<file path="src/hdl/phcal_pkg.sv">
// ============================================================================
// phcal_pkg
// Shared types and constants of the pH probe averaging calibrator.
// ============================================================================
`default_nettype none

package phcal_pkg;

    // Field widths
    localparam int ADC_W      = 12;
    localparam int V_W        = 16;
    localparam int PH_W       = 16;
    localparam int STAT_W     = 2;
    localparam int CAL_W      = 2;
    localparam int CFG_IDX_W  = 2;
    localparam int CFG_DATA_W = 16;

    // Window sum holds up to 4095 * 256
    localparam int SUM_W = 20;

    // Work register: scaled average up to 4095 * 52800, divisor up to 16 bits
    localparam int DIV_W   = 28;
    localparam int DSR_W   = 16;
    localparam int DCNT_W  = 5;

    // Job queue between front and back
    localparam int QUEUE_DEPTH = 4;
    localparam int QPTR_W      = 2;

    // Scaling constants
    localparam logic [DSR_W-1:0] FULL_SCALE_Q4 = 16'd52800;
    localparam logic [DSR_W-1:0] ADC_FULL      = 16'd4095;
    localparam int               PH_SEVEN_Q8   = 1792;
    localparam int               PH_SLOPE      = 768;

    // Constant division by reciprocal: floor(x / d) = (x * ceil(2^k / d)) >> k,
    // exact while k covers the dividend bits plus the divisor bits
    localparam int RECIP_W      = 29;
    localparam int AVG_SHIFT    = 28;
    localparam int VSCALE_SHIFT = 40;
    localparam logic [RECIP_W-1:0] VSCALE_RECIP =
        RECIP_W'(((64'd1 << VSCALE_SHIFT) + 64'(ADC_FULL) - 64'd1) / 64'(ADC_FULL));

    // Result status codes
    localparam logic [STAT_W-1:0] STATUS_OK    = 2'd0;
    localparam logic [STAT_W-1:0] STATUS_FAULT = 2'd1;
    localparam logic [STAT_W-1:0] STATUS_DEGEN = 2'd2;

    // Calibration update codes
    localparam logic [CAL_W-1:0] CAL_NONE    = 2'd0;
    localparam logic [CAL_W-1:0] CAL_NEUTRAL = 2'd1;
    localparam logic [CAL_W-1:0] CAL_ACID    = 2'd2;

    // Configuration register indexes
    localparam logic [CFG_IDX_W-1:0] REG_WIN_LOW  = 2'd0;
    localparam logic [CFG_IDX_W-1:0] REG_WIN_HIGH = 2'd1;

    // One finished or aborted window, front to back
    typedef struct packed {
        logic             fault;
        logic             capture;
        logic [SUM_W-1:0] sum;
    } t_job;

    // Neutral window bounds
    typedef struct packed {
        logic [V_W-1:0] win_low;
        logic [V_W-1:0] win_high;
    } t_cfg;

endpackage

`default_nettype wire

</file>
<file path="src/hdl/phcal_if.sv">
// ============================================================================
// phcal_if
// Valid/ready channels: probe samples in, results out, configuration writes.
// ============================================================================
`default_nettype none

interface phcal_in_if;
    logic                         valid;
    logic                         ready;
    logic [phcal_pkg::ADC_W-1:0]  adc_sample;
    logic                         adc_fault;
    logic                         operation;

    modport source (output valid, adc_sample, adc_fault, operation, input ready);
    modport sink   (input valid, adc_sample, adc_fault, operation, output ready);
endinterface

interface phcal_out_if;
    logic                         valid;
    logic                         ready;
    logic [phcal_pkg::STAT_W-1:0] status;
    logic [phcal_pkg::V_W-1:0]    voltage_q4;
    logic signed [phcal_pkg::PH_W-1:0] ph_q8;
    logic [phcal_pkg::CAL_W-1:0]  cal_updated;

    modport source (output valid, status, voltage_q4, ph_q8, cal_updated, input ready);
    modport sink   (input valid, status, voltage_q4, ph_q8, cal_updated, output ready);
endinterface

interface phcal_cfg_if;
    logic                             valid;
    logic                             ready;
    logic [phcal_pkg::CFG_IDX_W-1:0]  index;
    logic [phcal_pkg::CFG_DATA_W-1:0] data;

    modport source (output valid, index, data, input ready);
    modport sink   (input valid, index, data, output ready);
endinterface

`default_nettype wire

</file>
<file path="src/hdl/phcal_front.sv">
// ============================================================================
// phcal_front
// Sample accumulator: sums one window of samples and emits one job per
// finished or aborted window.
// ============================================================================
`default_nettype none

module phcal_front #(
    parameter int SAMPLES = 50
) (
    input  wire logic             i_clk,
    input  wire logic             i_rst_n,
    phcal_in_if.sink              i_in,
    input  wire logic             i_full,
    output logic                  o_push,
    output phcal_pkg::t_job       o_job
);

    localparam int CNT_W = $clog2(SAMPLES + 1);

    logic [phcal_pkg::SUM_W-1:0] r_sum, n_sum;
    logic [CNT_W-1:0]            r_cnt, n_cnt;
    logic                        w_take;
    logic [phcal_pkg::SUM_W-1:0] w_sum_inc;
    logic [CNT_W-1:0]            w_cnt_inc;
    logic                        w_last;

    // Accept while the job queue has room
    assign i_in.ready = !i_full;
    assign w_take     = i_in.valid && i_in.ready;
    assign w_sum_inc  = r_sum + phcal_pkg::SUM_W'(i_in.adc_sample);
    assign w_cnt_inc  = r_cnt + CNT_W'(1);
    assign w_last     = (w_cnt_inc == CNT_W'(SAMPLES));

    // Accumulate, close the window on its last sample, drop it on a fault
    always_comb begin
        n_sum         = r_sum;
        n_cnt         = r_cnt;
        o_push        = 1'b0;
        o_job.fault   = i_in.adc_fault;
        o_job.capture = i_in.operation;
        o_job.sum     = w_sum_inc;
        if (w_take) begin
            if (i_in.adc_fault || w_last) begin
                n_sum  = '0;
                n_cnt  = '0;
                o_push = 1'b1;
            end else begin
                n_sum = w_sum_inc;
                n_cnt = w_cnt_inc;
            end
        end
    end

    always_ff @(posedge i_clk) begin
        if (!i_rst_n) begin
            r_sum <= '0;
            r_cnt <= '0;
        end else begin
            r_sum <= n_sum;
            r_cnt <= n_cnt;
        end
    end

endmodule

`default_nettype wire

</file>
<file path="src/hdl/phcal_queue.sv">
// ============================================================================
// phcal_queue
// Short job queue between the accumulator and the calibration engine.
// ============================================================================
`default_nettype none

module phcal_queue (
    input  wire logic             i_clk,
    input  wire logic             i_rst_n,
    input  wire logic             i_push,
    input  phcal_pkg::t_job       i_job,
    output logic                  o_full,
    input  wire logic             i_pop,
    output phcal_pkg::t_job       o_job,
    output logic                  o_empty
);

    phcal_pkg::t_job                r_mem [phcal_pkg::QUEUE_DEPTH];
    logic [phcal_pkg::QPTR_W-1:0]   r_wr;
    logic [phcal_pkg::QPTR_W-1:0]   r_rd;
    logic [phcal_pkg::QPTR_W:0]     r_count;

    assign o_full  = (r_count == (phcal_pkg::QPTR_W + 1)'(phcal_pkg::QUEUE_DEPTH));
    assign o_empty = (r_count == '0);
    assign o_job   = r_mem[r_rd];

    // Store pushed jobs
    always_ff @(posedge i_clk) begin
        if (i_push) begin
            r_mem[r_wr] <= i_job;
        end
    end

    // Advance pointers and occupancy
    always_ff @(posedge i_clk) begin
        if (!i_rst_n) begin
            r_wr    <= '0;
            r_rd    <= '0;
            r_count <= '0;
        end else begin
            if (i_push) begin
                r_wr <= r_wr + phcal_pkg::QPTR_W'(1);
            end
            if (i_pop) begin
                r_rd <= r_rd + phcal_pkg::QPTR_W'(1);
            end
            case ({i_push, i_pop})
                2'b10:   r_count <= r_count + (phcal_pkg::QPTR_W + 1)'(1);
                2'b01:   r_count <= r_count - (phcal_pkg::QPTR_W + 1)'(1);
                default: r_count <= r_count;
            endcase
        end
    end

endmodule

`default_nettype wire

</file>
<file path="src/hdl/phcal_back.sv">
// ============================================================================
// phcal_back
// Calibration engine: averages a window sum, scales it to Q4 millivolts,
// computes pH by two-point calibration and applies calibration captures.
// The two constant divisions use reciprocal multiplication; the division by
// the calibration span runs on a bit-serial divider.
// ============================================================================
`default_nettype none

module phcal_back #(
    parameter int SAMPLES            = 50,
    parameter int NEUTRAL_DEFAULT_Q4 = 24000,
    parameter int ACID_DEFAULT_Q4    = 32519
) (
    input  wire logic             i_clk,
    input  wire logic             i_rst_n,
    input  wire logic             i_empty,
    input  phcal_pkg::t_job       i_job,
    output logic                  o_pop,
    input  phcal_pkg::t_cfg       i_cfg,
    phcal_out_if.source           o_out
);

    localparam int AVG_PROD_W = phcal_pkg::SUM_W + phcal_pkg::RECIP_W;
    localparam int VS_PROD_W  = phcal_pkg::DIV_W + phcal_pkg::RECIP_W;
    localparam logic [phcal_pkg::RECIP_W-1:0] AVG_RECIP = phcal_pkg::RECIP_W'(
        ((64'd1 << phcal_pkg::AVG_SHIFT) + 64'(SAMPLES) - 64'd1) / 64'(SAMPLES));

    typedef enum logic [2:0] {
        S_IDLE,
        S_AVG,
        S_MUL,
        S_VDIV,
        S_PHS,
        S_PHDIV,
        S_FIN
    } t_state;

    t_state                          r_state;
    logic [phcal_pkg::DSR_W:0]       r_rem;
    logic [phcal_pkg::DIV_W-1:0]     r_quo;
    logic [phcal_pkg::DSR_W-1:0]     r_div;
    logic [phcal_pkg::DCNT_W-1:0]    r_cnt;
    logic [phcal_pkg::V_W-1:0]       r_v;
    logic                            r_neg;
    logic                            r_degen;
    logic                            r_fault;
    logic                            r_capture;
    logic [phcal_pkg::V_W-1:0]       r_neutral;
    logic [phcal_pkg::V_W-1:0]       r_acid;
    logic                            r_ovalid;
    logic [phcal_pkg::STAT_W-1:0]    r_status;
    logic [phcal_pkg::V_W-1:0]       r_voltage;
    logic signed [phcal_pkg::PH_W-1:0] r_ph;
    logic [phcal_pkg::CAL_W-1:0]     r_cal;

    logic [phcal_pkg::DSR_W:0]       w_shift;
    logic                            w_ge;
    logic [phcal_pkg::DSR_W:0]       w_rem_step;
    logic [phcal_pkg::DIV_W-1:0]     w_quo_step;
    logic [AVG_PROD_W-1:0]           w_avg_prod;
    logic [VS_PROD_W-1:0]            w_vs_prod;
    logic signed [phcal_pkg::V_W:0]  w_dv;
    logic signed [phcal_pkg::V_W:0]  w_da;
    logic [phcal_pkg::V_W:0]         w_dv_abs;
    logic [phcal_pkg::V_W:0]         w_da_abs;
    logic [phcal_pkg::DIV_W-1:0]     w_num;
    logic signed [phcal_pkg::DIV_W+1:0] w_q;
    logic signed [phcal_pkg::DIV_W+1:0] w_ph_full;
    logic signed [phcal_pkg::PH_W-1:0]  w_ph_sat;
    logic                            w_in_window;
    logic                            w_out_free;
    logic                            w_div_last;

    // One restoring division step per cycle
    assign w_shift    = {r_rem[phcal_pkg::DSR_W-1:0], r_quo[phcal_pkg::DIV_W-1]};
    assign w_ge       = (w_shift >= {1'b0, r_div});
    assign w_rem_step = w_ge ? (w_shift - {1'b0, r_div}) : w_shift;
    assign w_quo_step = {r_quo[phcal_pkg::DIV_W-2:0], w_ge};
    assign w_div_last = (r_cnt == '0);

    // Average and scale by reciprocal multiplication
    assign w_avg_prod = AVG_PROD_W'(r_quo[phcal_pkg::SUM_W-1:0]) * AVG_PROD_W'(AVG_RECIP);
    assign w_vs_prod  = VS_PROD_W'(r_quo) * VS_PROD_W'(phcal_pkg::VSCALE_RECIP);

    // Signed distances from the neutral point
    assign w_dv     = $signed({1'b0, r_v}) - $signed({1'b0, r_neutral});
    assign w_da     = $signed({1'b0, r_acid}) - $signed({1'b0, r_neutral});
    assign w_dv_abs = w_dv[phcal_pkg::V_W] ? 17'(-w_dv) : 17'(w_dv);
    assign w_da_abs = w_da[phcal_pkg::V_W] ? 17'(-w_da) : 17'(w_da);
    assign w_num    = phcal_pkg::DIV_W'(w_dv_abs) * phcal_pkg::DIV_W'(phcal_pkg::PH_SLOPE);

    // Apply the quotient sign, offset by pH 7 and saturate
    assign w_q       = r_neg ? -$signed({2'b00, r_quo}) : $signed({2'b00, r_quo});
    assign w_ph_full = 30'(phcal_pkg::PH_SEVEN_Q8) - w_q;
    always_comb begin
        if (w_ph_full > 30'sd32767) begin
            w_ph_sat = 16'sh7FFF;
        end else if (w_ph_full < -30'sd32768) begin
            w_ph_sat = -16'sh8000;
        end else begin
            w_ph_sat = w_ph_full[phcal_pkg::PH_W-1:0];
        end
    end

    assign w_in_window = (r_v > i_cfg.win_low) && (r_v < i_cfg.win_high);
    assign w_out_free  = !r_ovalid || o_out.ready;
    assign o_pop       = (r_state == S_IDLE) && !i_empty;

    assign o_out.valid       = r_ovalid;
    assign o_out.status      = r_status;
    assign o_out.voltage_q4  = r_voltage;
    assign o_out.ph_q8       = r_ph;
    assign o_out.cal_updated = r_cal;

    // Sequence one window through average, scale, pH and capture; a fault job goes straight to issue
    always_ff @(posedge i_clk) begin
        if (!i_rst_n) begin
            r_state   <= S_IDLE;
            r_ovalid  <= 1'b0;
            r_neutral <= phcal_pkg::V_W'(NEUTRAL_DEFAULT_Q4);
            r_acid    <= phcal_pkg::V_W'(ACID_DEFAULT_Q4);
        end else begin
            // Retire the taken result unless a new one is issued this cycle
            if (r_ovalid && o_out.ready && (r_state != S_FIN)) begin
                r_ovalid <= 1'b0;
            end
            case (r_state)
                S_IDLE: begin
                    if (!i_empty) begin
                        r_fault   <= i_job.fault;
                        r_capture <= i_job.capture;
                        r_degen   <= 1'b0;
                        r_quo     <= phcal_pkg::DIV_W'(i_job.sum);
                        r_state   <= i_job.fault ? S_FIN : S_AVG;
                    end
                end
                S_AVG: begin
                    r_quo   <= phcal_pkg::DIV_W'(
                                   w_avg_prod[phcal_pkg::AVG_SHIFT +: phcal_pkg::ADC_W]);
                    r_state <= S_MUL;
                end
                S_MUL: begin
                    r_quo   <= phcal_pkg::DIV_W'(r_quo[phcal_pkg::ADC_W-1:0])
                               * phcal_pkg::DIV_W'(phcal_pkg::FULL_SCALE_Q4);
                    r_state <= S_VDIV;
                end
                S_VDIV: begin
                    r_v     <= w_vs_prod[phcal_pkg::VSCALE_SHIFT +: phcal_pkg::V_W];
                    r_state <= S_PHS;
                end
                S_PHS: begin
                    if (w_da == '0) begin
                        r_degen <= 1'b1;
                        r_state <= S_FIN;
                    end else begin
                        r_quo   <= w_num;
                        r_rem   <= '0;
                        r_div   <= w_da_abs[phcal_pkg::DSR_W-1:0];
                        r_neg   <= w_dv[phcal_pkg::V_W] ^ w_da[phcal_pkg::V_W];
                        r_cnt   <= phcal_pkg::DCNT_W'(phcal_pkg::DIV_W - 1);
                        r_state <= S_PHDIV;
                    end
                end
                S_PHDIV: begin
                    r_rem <= w_rem_step;
                    r_quo <= w_quo_step;
                    r_cnt <= r_cnt - phcal_pkg::DCNT_W'(1);
                    if (w_div_last) begin
                        r_state <= S_FIN;
                    end
                end
                S_FIN: begin
                    // Hold the result until the output register is free
                    if (w_out_free) begin
                        r_ovalid <= 1'b1;
                        r_state  <= S_IDLE;
                        if (r_fault) begin
                            r_status  <= phcal_pkg::STATUS_FAULT;
                            r_voltage <= '0;
                            r_ph      <= '0;
                            r_cal     <= phcal_pkg::CAL_NONE;
                        end else begin
                            r_status  <= r_degen ? phcal_pkg::STATUS_DEGEN
                                                 : phcal_pkg::STATUS_OK;
                            r_voltage <= r_v;
                            r_ph      <= r_degen ? '0 : w_ph_sat;
                            if (!r_capture) begin
                                r_cal <= phcal_pkg::CAL_NONE;
                            end else if (w_in_window) begin
                                r_cal     <= phcal_pkg::CAL_NEUTRAL;
                                r_neutral <= r_v;
                            end else begin
                                r_cal  <= phcal_pkg::CAL_ACID;
                                r_acid <= r_v;
                            end
                        end
                    end
                end
                default: begin
                    r_state <= S_IDLE;
                end
            endcase
        end
    end

`ifndef NO_ASSERTIONS
    // Calibration points move only when a result is issued
    a_points_stable: assert property (@(posedge i_clk) disable iff (!i_rst_n)
        !(r_state == S_FIN && w_out_free) |=> $stable(r_neutral) && $stable(r_acid))
        else $error("calibration point changed outside result issue");

    // A converter fault result carries no measurement
    a_fault_zero: assert property (@(posedge i_clk) disable iff (!i_rst_n)
        (r_ovalid && r_status == phcal_pkg::STATUS_FAULT) |->
        (r_voltage == '0 && r_ph == '0 && r_cal == phcal_pkg::CAL_NONE))
        else $error("fault result with nonzero payload");

    // Equal calibration points give a zero pH
    a_degen_zero: assert property (@(posedge i_clk) disable iff (!i_rst_n)
        (r_ovalid && r_status == phcal_pkg::STATUS_DEGEN) |-> (r_ph == '0))
        else $error("degenerate result with nonzero pH");

    // Taking a job moves the engine out of idle
    a_pop_idle: assert property (@(posedge i_clk) disable iff (!i_rst_n)
        o_pop |=> (r_state != S_IDLE))
        else $error("engine stayed idle after taking a job");
`endif

endmodule

`default_nettype wire

</file>
<file path="src/hdl/ph_probe_averaging_calibrator_core.sv">
// ============================================================================
// ph_probe_averaging_calibrator_core
// pH probe averaging calibrator: window averaging, Q4 mV scaling, two-point
// pH calibration with neutral/acid capture.
// ============================================================================
// i_in  : one 12-bit probe sample per item, with fault and capture flags.
// o_out : one result per finished window (SAMPLES samples) or per fault.
// i_cfg : neutral window bounds (index 0 low, 1 high); always ready, write
//         only while no window is in flight.
// Throughput: one sample per cycle while the 4-deep job queue has room.
//   The engine works on one job at a time, so windows that close faster than
//   the engine finishes a job, or runs of faults, fill the queue and stall i_in.
// Flow: each job is written into the queue; the engine takes it once idle
//   and steps through average, scale and pH setup, the one-bit-per-cycle
//   pH division and the issue to the output register. Equal points skip
//   the division; a fault goes straight to issue.
// Reset: sum, count and queue clear; points and bounds load their defaults.
// Stall: a result waits in the output register; the engine holds the next
//   one until it is taken, then the queue and finally the input fill up.
// ============================================================================
`default_nettype none

module ph_probe_averaging_calibrator_core #(
    parameter int SAMPLES            = 50,
    parameter int NEUTRAL_DEFAULT_Q4 = 24000,
    parameter int ACID_DEFAULT_Q4    = 32519
) (
    input  wire logic   i_clk,
    input  wire logic   i_rst_n,
    phcal_in_if.sink    i_in,
    phcal_out_if.source o_out,
    phcal_cfg_if.sink   i_cfg
);

    phcal_pkg::t_cfg r_cfg;
    phcal_pkg::t_job w_push_job;
    phcal_pkg::t_job w_pop_job;
    logic            w_push;
    logic            w_pop;
    logic            w_full;
    logic            w_empty;

    // Configuration registers
    assign i_cfg.ready = 1'b1;

    always_ff @(posedge i_clk) begin
        if (!i_rst_n) begin
            r_cfg.win_low  <= 16'd20800;
            r_cfg.win_high <= 16'd27200;
        end else if (i_cfg.valid) begin
            case (i_cfg.index)
                phcal_pkg::REG_WIN_LOW:  r_cfg.win_low  <= i_cfg.data;
                phcal_pkg::REG_WIN_HIGH: r_cfg.win_high <= i_cfg.data;
                default: begin
                end
            endcase
        end
    end

    phcal_front #(
        .SAMPLES (SAMPLES)
    ) u_front (
        .i_clk   (i_clk),
        .i_rst_n (i_rst_n),
        .i_in    (i_in),
        .i_full  (w_full),
        .o_push  (w_push),
        .o_job   (w_push_job)
    );

    phcal_queue u_queue (
        .i_clk   (i_clk),
        .i_rst_n (i_rst_n),
        .i_push  (w_push),
        .i_job   (w_push_job),
        .o_full  (w_full),
        .i_pop   (w_pop),
        .o_job   (w_pop_job),
        .o_empty (w_empty)
    );

    phcal_back #(
        .SAMPLES            (SAMPLES),
        .NEUTRAL_DEFAULT_Q4 (NEUTRAL_DEFAULT_Q4),
        .ACID_DEFAULT_Q4    (ACID_DEFAULT_Q4)
    ) u_back (
        .i_clk   (i_clk),
        .i_rst_n (i_rst_n),
        .i_empty (w_empty),
        .i_job   (w_pop_job),
        .o_pop   (w_pop),
        .i_cfg   (r_cfg),
        .o_out   (o_out)
    );

endmodule

`default_nettype wire

</file>
<file path="src/flat_wrapper.sv">
// flat-port wrapper written by rule: the top's interface ports become plain ports
module ph_probe_averaging_calibrator_core_flat 
#(
    parameter int SAMPLES            = 50,
    parameter int NEUTRAL_DEFAULT_Q4 = 24000,
    parameter int ACID_DEFAULT_Q4    = 32519
)
  (i_clk, i_rst_n, i_in_valid, i_in_adc_sample, i_in_adc_fault, i_in_operation, i_in_ready, o_out_valid, o_out_status, o_out_voltage_q4, o_out_ph_q8, o_out_cal_updated, o_out_ready, i_cfg_valid, i_cfg_index, i_cfg_data, i_cfg_ready);
  phcal_in_if i_in_i ();
  phcal_out_if o_out_i ();
  phcal_cfg_if i_cfg_i ();
  input  wire logic i_clk;
  input  wire logic i_rst_n;
  input wire logic [$bits(i_in_i.valid)-1:0] i_in_valid;
  input wire logic [$bits(i_in_i.adc_sample)-1:0] i_in_adc_sample;
  input wire logic [$bits(i_in_i.adc_fault)-1:0] i_in_adc_fault;
  input wire logic [$bits(i_in_i.operation)-1:0] i_in_operation;
  output wire logic [$bits(i_in_i.ready)-1:0] i_in_ready;
  output wire logic [$bits(o_out_i.valid)-1:0] o_out_valid;
  output wire logic [$bits(o_out_i.status)-1:0] o_out_status;
  output wire logic [$bits(o_out_i.voltage_q4)-1:0] o_out_voltage_q4;
  output wire logic [$bits(o_out_i.ph_q8)-1:0] o_out_ph_q8;
  output wire logic [$bits(o_out_i.cal_updated)-1:0] o_out_cal_updated;
  input wire logic [$bits(o_out_i.ready)-1:0] o_out_ready;
  input wire logic [$bits(i_cfg_i.valid)-1:0] i_cfg_valid;
  input wire logic [$bits(i_cfg_i.index)-1:0] i_cfg_index;
  input wire logic [$bits(i_cfg_i.data)-1:0] i_cfg_data;
  output wire logic [$bits(i_cfg_i.ready)-1:0] i_cfg_ready;
  assign i_in_i.valid = i_in_valid;
  assign i_in_i.adc_sample = i_in_adc_sample;
  assign i_in_i.adc_fault = i_in_adc_fault;
  assign i_in_i.operation = i_in_operation;
  assign i_in_ready = i_in_i.ready;
  assign o_out_valid = o_out_i.valid;
  assign o_out_status = o_out_i.status;
  assign o_out_voltage_q4 = o_out_i.voltage_q4;
  assign o_out_ph_q8 = o_out_i.ph_q8;
  assign o_out_cal_updated = o_out_i.cal_updated;
  assign o_out_i.ready = o_out_ready;
  assign i_cfg_i.valid = i_cfg_valid;
  assign i_cfg_i.index = i_cfg_index;
  assign i_cfg_i.data = i_cfg_data;
  assign i_cfg_ready = i_cfg_i.ready;
  ph_probe_averaging_calibrator_core #(.SAMPLES(SAMPLES), .NEUTRAL_DEFAULT_Q4(NEUTRAL_DEFAULT_Q4), .ACID_DEFAULT_Q4(ACID_DEFAULT_Q4)) u_core (.i_clk(i_clk), .i_rst_n(i_rst_n), .i_in(i_in_i), .o_out(o_out_i), .i_cfg(i_cfg_i));
endmodule
</file>
<file path="config.mk">
export PLATFORM = sky130hd
export DESIGN_NAME = ph_probe_averaging_calibrator_core_flat
export DESIGN_NICKNAME = d
export VERILOG_FILES = /design/src/hdl/phcal_pkg.sv /design/src/hdl/phcal_if.sv /design/src/hdl/phcal_front.sv /design/src/hdl/phcal_queue.sv /design/src/hdl/phcal_back.sv /design/src/hdl/ph_probe_averaging_calibrator_core.sv /design/src/flat_wrapper.sv
export SDC_FILE = /design/constraint.sdc
export NUM_CORES = 1
export LEC_CHECK = 0
export CAP_MARGIN = 20
export CORE_UTILIZATION = 30
export CTS_CLUSTER_DIAMETER = 60
export CTS_CLUSTER_SIZE = 14
export DETAILED_ROUTE_END_ITERATION = 10
export DONT_BUFFER_PORTS = 1
export MAX_ROUTING_LAYER = met4
export SLEW_MARGIN = 40
export SYNTH_ARGS = -nofsm -noshare
export SYNTH_HDL_FRONTEND = slang
export SYNTH_SLANG_ARGS = --single-unit
</file>
<file path="constraint.sdc">
create_clock -name i_clk -period 11.2 [get_ports i_clk]
set_clock_uncertainty 0.2 [all_clocks]
set_input_delay 2.24 -clock i_clk [delete_from_list [all_inputs] [get_ports i_clk]]
set_output_delay 2.24 -clock i_clk [all_outputs]
set_load 0.1 [all_outputs]
</file>
==> impl_metrics.env <==
export IMPL_post_synth_top_count_cell="sky130_fd_sc_hd__ha_1"
export IMPL_finalWorstSetupSlack_ns=3.01
export IMPL_tritoncts="built"
export IMPL_fp_row_count=118
export IMPL_dominant_synthesized_flop_cell="sky130_fd_sc_hd__edfxtp_1"
export IMPL_die_area_um2=107000
export IMPL_post_cts_resized_instances=0
export IMPL_routed_via_count=23800
export IMPL_first_global_vias=23500
export IMPL_start_kind="flip-flop"
export IMPL_insertedDiodeCount=0
export IMPL_ctsHoldBuffers=0
export IMPL_post_synth_most_frequent_cells="546 x sky130_fd_sc_hd__ha_1, 454 x sky130_fd_sc_hd__inv_1, 209 x sky130_fd_sc_hd__edfxtp_1"
export IMPL_fin_setup_tns_ns=0
export IMPL_max_freq_mhz=122
export IMPL_grt_setup_unrepaired="no"
export IMPL_wirelength_mm=87.7
export IMPL_yosys_warning_count=0
export IMPL_layout_cells_sized_above_1=0.0674
export IMPL_async_flop_share=0
export IMPL_maxSlewViolCount=0
export IMPL_setup_worst_path_class="reg2reg"
export IMPL_cp_data_required_time_ns=11.34
export IMPL_place_port_buffers=0
export IMPL_core_area_um2=104000
export IMPL_seq_area_frac_synth=0.263
export IMPL_cts_sinks=312
export IMPL_outcome="completed"
export IMPL_worst_slew_margin_rel=0.408
export IMPL_htree_num_levels=2
export IMPL_routabilityCongestion=0.958
export IMPL_die_extent_in_y_um=327
export IMPL_post_synth_instance_area_um2=31700
export IMPL_first_pass_grt_wire_length_mm=137
export IMPL_synth_largest_area_cell="sky130_fd_sc_hd__ha_1"
export IMPL_cts_root_buf="sky130_fd_sc_hd__clkbuf_16"
export IMPL_layout_min_cycle_time_ns=8.19
export IMPL_die_width_um=327
export IMPL_tightest_slew_ns=0.890
export IMPL_post_drt_via_cell_ratio=5.07
export IMPL_initial_utilization=0.304
export IMPL_tcrit_tclk_final=0.731
export IMPL_num_nets_final=4063
export IMPL_reported_max_cap_violation_count=0
export IMPL_num_io_pins=76
export IMPL_synthesis_nets=4035
export IMPL_clkTransAtPathRegs_ns=0.06
export IMPL_worstSetupEndpointType="flip-flop"
export IMPL_synth_area_leaders="sky130_fd_sc_hd__ha_1 22%, sky130_fd_sc_hd__edfxtp_1 20%, sky130_fd_sc_hd__fa_1 13%, sky130_fd_sc_hd__dfxtp_1 6.5%, sky130_fd_sc_hd__inv_1 5.4%"
export IMPL_arrival_ns=8.33
export IMPL_syn2layout_area_growth_pct=12.1
export IMPL_ant_nets=0
export IMPL_final_hold_viol_count=0
export IMPL_detailedPlacementHpwl_mm=68.6
export IMPL_drc=0
export IMPL_hold_class="reg2reg"
export IMPL_setup_viol_count_final=0
export IMPL_grt_overflow=0
export IMPL_clk_path_buf_depth=3
export IMPL_postSynthAreaPerCell_um2=9.75
export IMPL_detail_route_first_pass_iterations=5
export IMPL_routedWlPerCell_um=18.7
export IMPL_synthesis_instances=3252
export IMPL_synth_cell_types=99
export IMPL_cts_inserted_buffers=36
export IMPL_placement_setup_worst_slack_ns=3.04
export IMPL_share_of_the_synthesized_area_in_the_top_cell_type=0.215
export IMPL_flip_flop_and_latch_count_after_synthesis=312
export IMPL_insertion_delay_to_the_later_sink_of_the_worst_skew_pair_ns=0.59
export IMPL_worst_path_max_fanout=15
export IMPL_track_usage=0.169
export IMPL_antenna_violations_before_repair=2
export IMPL_pin_count_of_the_biggest_net_entering_global_routing=79
export IMPL_detailedRoute_firstIterationViolations=1692
export IMPL_synth_enable_flop_cells=209
export IMPL_postCtsSetupBuffers=0
==> layout make-up <==
type	count	area (µm²)
clock buffers	48	966
clock inverters	17	235
fillers	10700	68700
inverters	456	1710
multi-input cells	2394	21400
flip-flops and latches	312	8340
well taps	1380	1730
repair buffers	80	1210
==> stage by stage <==
| stage | hold slack, ns | instance area [µm²] | cells | util |
|---|---|---|---|---|
| 2_1_floorplan | 0.236 | 31700 | 3252 | - |
| 3_3_place_gp | 0.243 | 33500 | 4587 | 0.321 |
| 3_5_place_dp | 0.247 | 34300 | 4618 | 0.329 |
| 4_1_cts | 0.255 | 35500 | 4683 | 0.341 |
| 5_1_grt | 0.274 | 35600 | 4687 | 0.341 |
| 6_report | 0.254 | 35600 | 4687 | 0.341 |
==> worst max-delay path, cell delays in order (launching register included) <==
cell and delay, ns:
sky130_fd_sc_hd__edfxtp_1 0.87, sky130_fd_sc_hd__inv_1 0.41, sky130_fd_sc_hd__ha_1 0.51, sky130_fd_sc_hd__inv_1 0.12
sky130_fd_sc_hd__fa_1 0.55, sky130_fd_sc_hd__fa_1 0.44, sky130_fd_sc_hd__fa_1 0.52, sky130_fd_sc_hd__inv_1 0.05
sky130_fd_sc_hd__fa_1 0.46, sky130_fd_sc_hd__fa_1 0.58, sky130_fd_sc_hd__fa_1 0.43, sky130_fd_sc_hd__ha_1 0.31
sky130_fd_sc_hd__and3_1 0.18, sky130_fd_sc_hd__nand2_1 0.07, sky130_fd_sc_hd__or4_1 0.52, sky130_fd_sc_hd__a31oi_1 0.37
sky130_fd_sc_hd__o21a_1 0.36, sky130_fd_sc_hd__a211oi_1 0.18, sky130_fd_sc_hd__o31ai_1 0.39, sky130_fd_sc_hd__nand2_1 0.09
sky130_fd_sc_hd__nor3b_1 0.14, sky130_fd_sc_hd__o22a_1 0.17
==> logic make-up (layout without fill, tap and decap cells) <==
group | after synthesis | count (layout) | synth area share
AOI/OAI and AO/OA | 665 | 665 | 0.135
xor gates and xnor gates | 192 | 192 | 0.0533
adders and majority gates | 746 | 746 | 0.342
buffers and inverters | 546 | 601 | 0.0654
DFF | 312 | 312 | 0.263
muxes | 34 | 34 | 0.0197
other | 1 | 1 | 0.000118
and+or+nand+nor | 756 | 756 | 0.122
==> flip-flops by register name, summed over array words and instances, names as in the netlist, 6 cells and up, named ones only <==
register and flops:
u_core.u_back.r_neutral 16, u_core.u_back.o_out.voltage_q4 16, u_core.r_cfg 32, u_core.u_back.o_out.ph_q8 16, u_core.u_back.r_acid 16, u_core.u_back.r_rem 16
u_core.u_back.r_v 16, u_core.u_front.r_cnt 6, u_core.u_back.r_quo 28, u_core.u_queue.r_mem 88, u_core.u_back.r_div 16, u_core.u_front.r_sum 20
==> cell usage in the layout (no fill, tap or decap), types with 14 or more instances in the layout <==
cell type / count
sky130_fd_sc_hd__or2_2: 14
sky130_fd_sc_hd__a211oi_1: 18
sky130_fd_sc_hd__nand2_1: 195
sky130_fd_sc_hd__o21ai_0: 143
sky130_fd_sc_hd__clkbuf_16: 37
sky130_fd_sc_hd__dfxtp_1: 102
sky130_fd_sc_hd__a22oi_1: 18
sky130_fd_sc_hd__xor2_1: 59
sky130_fd_sc_hd__o31ai_1: 14
sky130_fd_sc_hd__or3_1: 24
sky130_fd_sc_hd__nor2b_1: 39
sky130_fd_sc_hd__edfxtp_1: 209
sky130_fd_sc_hd__mux4_2: 22
sky130_fd_sc_hd__a31oi_1: 27
sky130_fd_sc_hd__o21a_1: 17
sky130_fd_sc_hd__o21ai_1: 16
sky130_fd_sc_hd__nand3_1: 116
sky130_fd_sc_hd__nor3_1: 50
sky130_fd_sc_hd__xnor2_1: 132
sky130_fd_sc_hd__ha_1: 546
sky130_fd_sc_hd__a21oi_1: 191
sky130_fd_sc_hd__and3_1: 33
sky130_fd_sc_hd__nor2_1: 136
sky130_fd_sc_hd__buf_4: 45
sky130_fd_sc_hd__o211ai_1: 18
sky130_fd_sc_hd__a21o_1: 64
sky130_fd_sc_hd__nand2b_1: 33
sky130_fd_sc_hd__inv_1: 452
sky130_fd_sc_hd__buf_16: 28
sky130_fd_sc_hd__fa_1: 200
sky130_fd_sc_hd__nand4_1: 24
==> final timing paths <==
kind,cells after the start,slack (ns),to,startpoint
hold reg to reg,2,0.25,u_core.r_cfg[4],u_core.r_cfg[4]
setup / recovery,21,3.01,u_core.u_back.r_quo[10],u_core.u_back.r_quo[2]
setup reg to reg,21,3.01,u_core.u_back.r_quo[10],u_core.u_back.r_quo[2]
hold / removal,2,0.25,u_core.r_cfg[4],u_core.r_cfg[4]
==> layer usage <==
metal / routed length, µm / global-route usage / up-vias / share of wire
li1: - / - / 11500 / -
met4: 2000 / 0.0405 / 0 / 0.023
met1: 42100 / 0.234 / 11500 / 0.48
met2: 38700 / 0.257 / 589 / 0.44
met5: 0 / - / - / 0
met3: 4960 / 0.0254 / 106 / 0.057
Power is left out: the tool's default activity adds up to more than one toggle a clock period on the data nets, which glitch-free logic cannot reach.
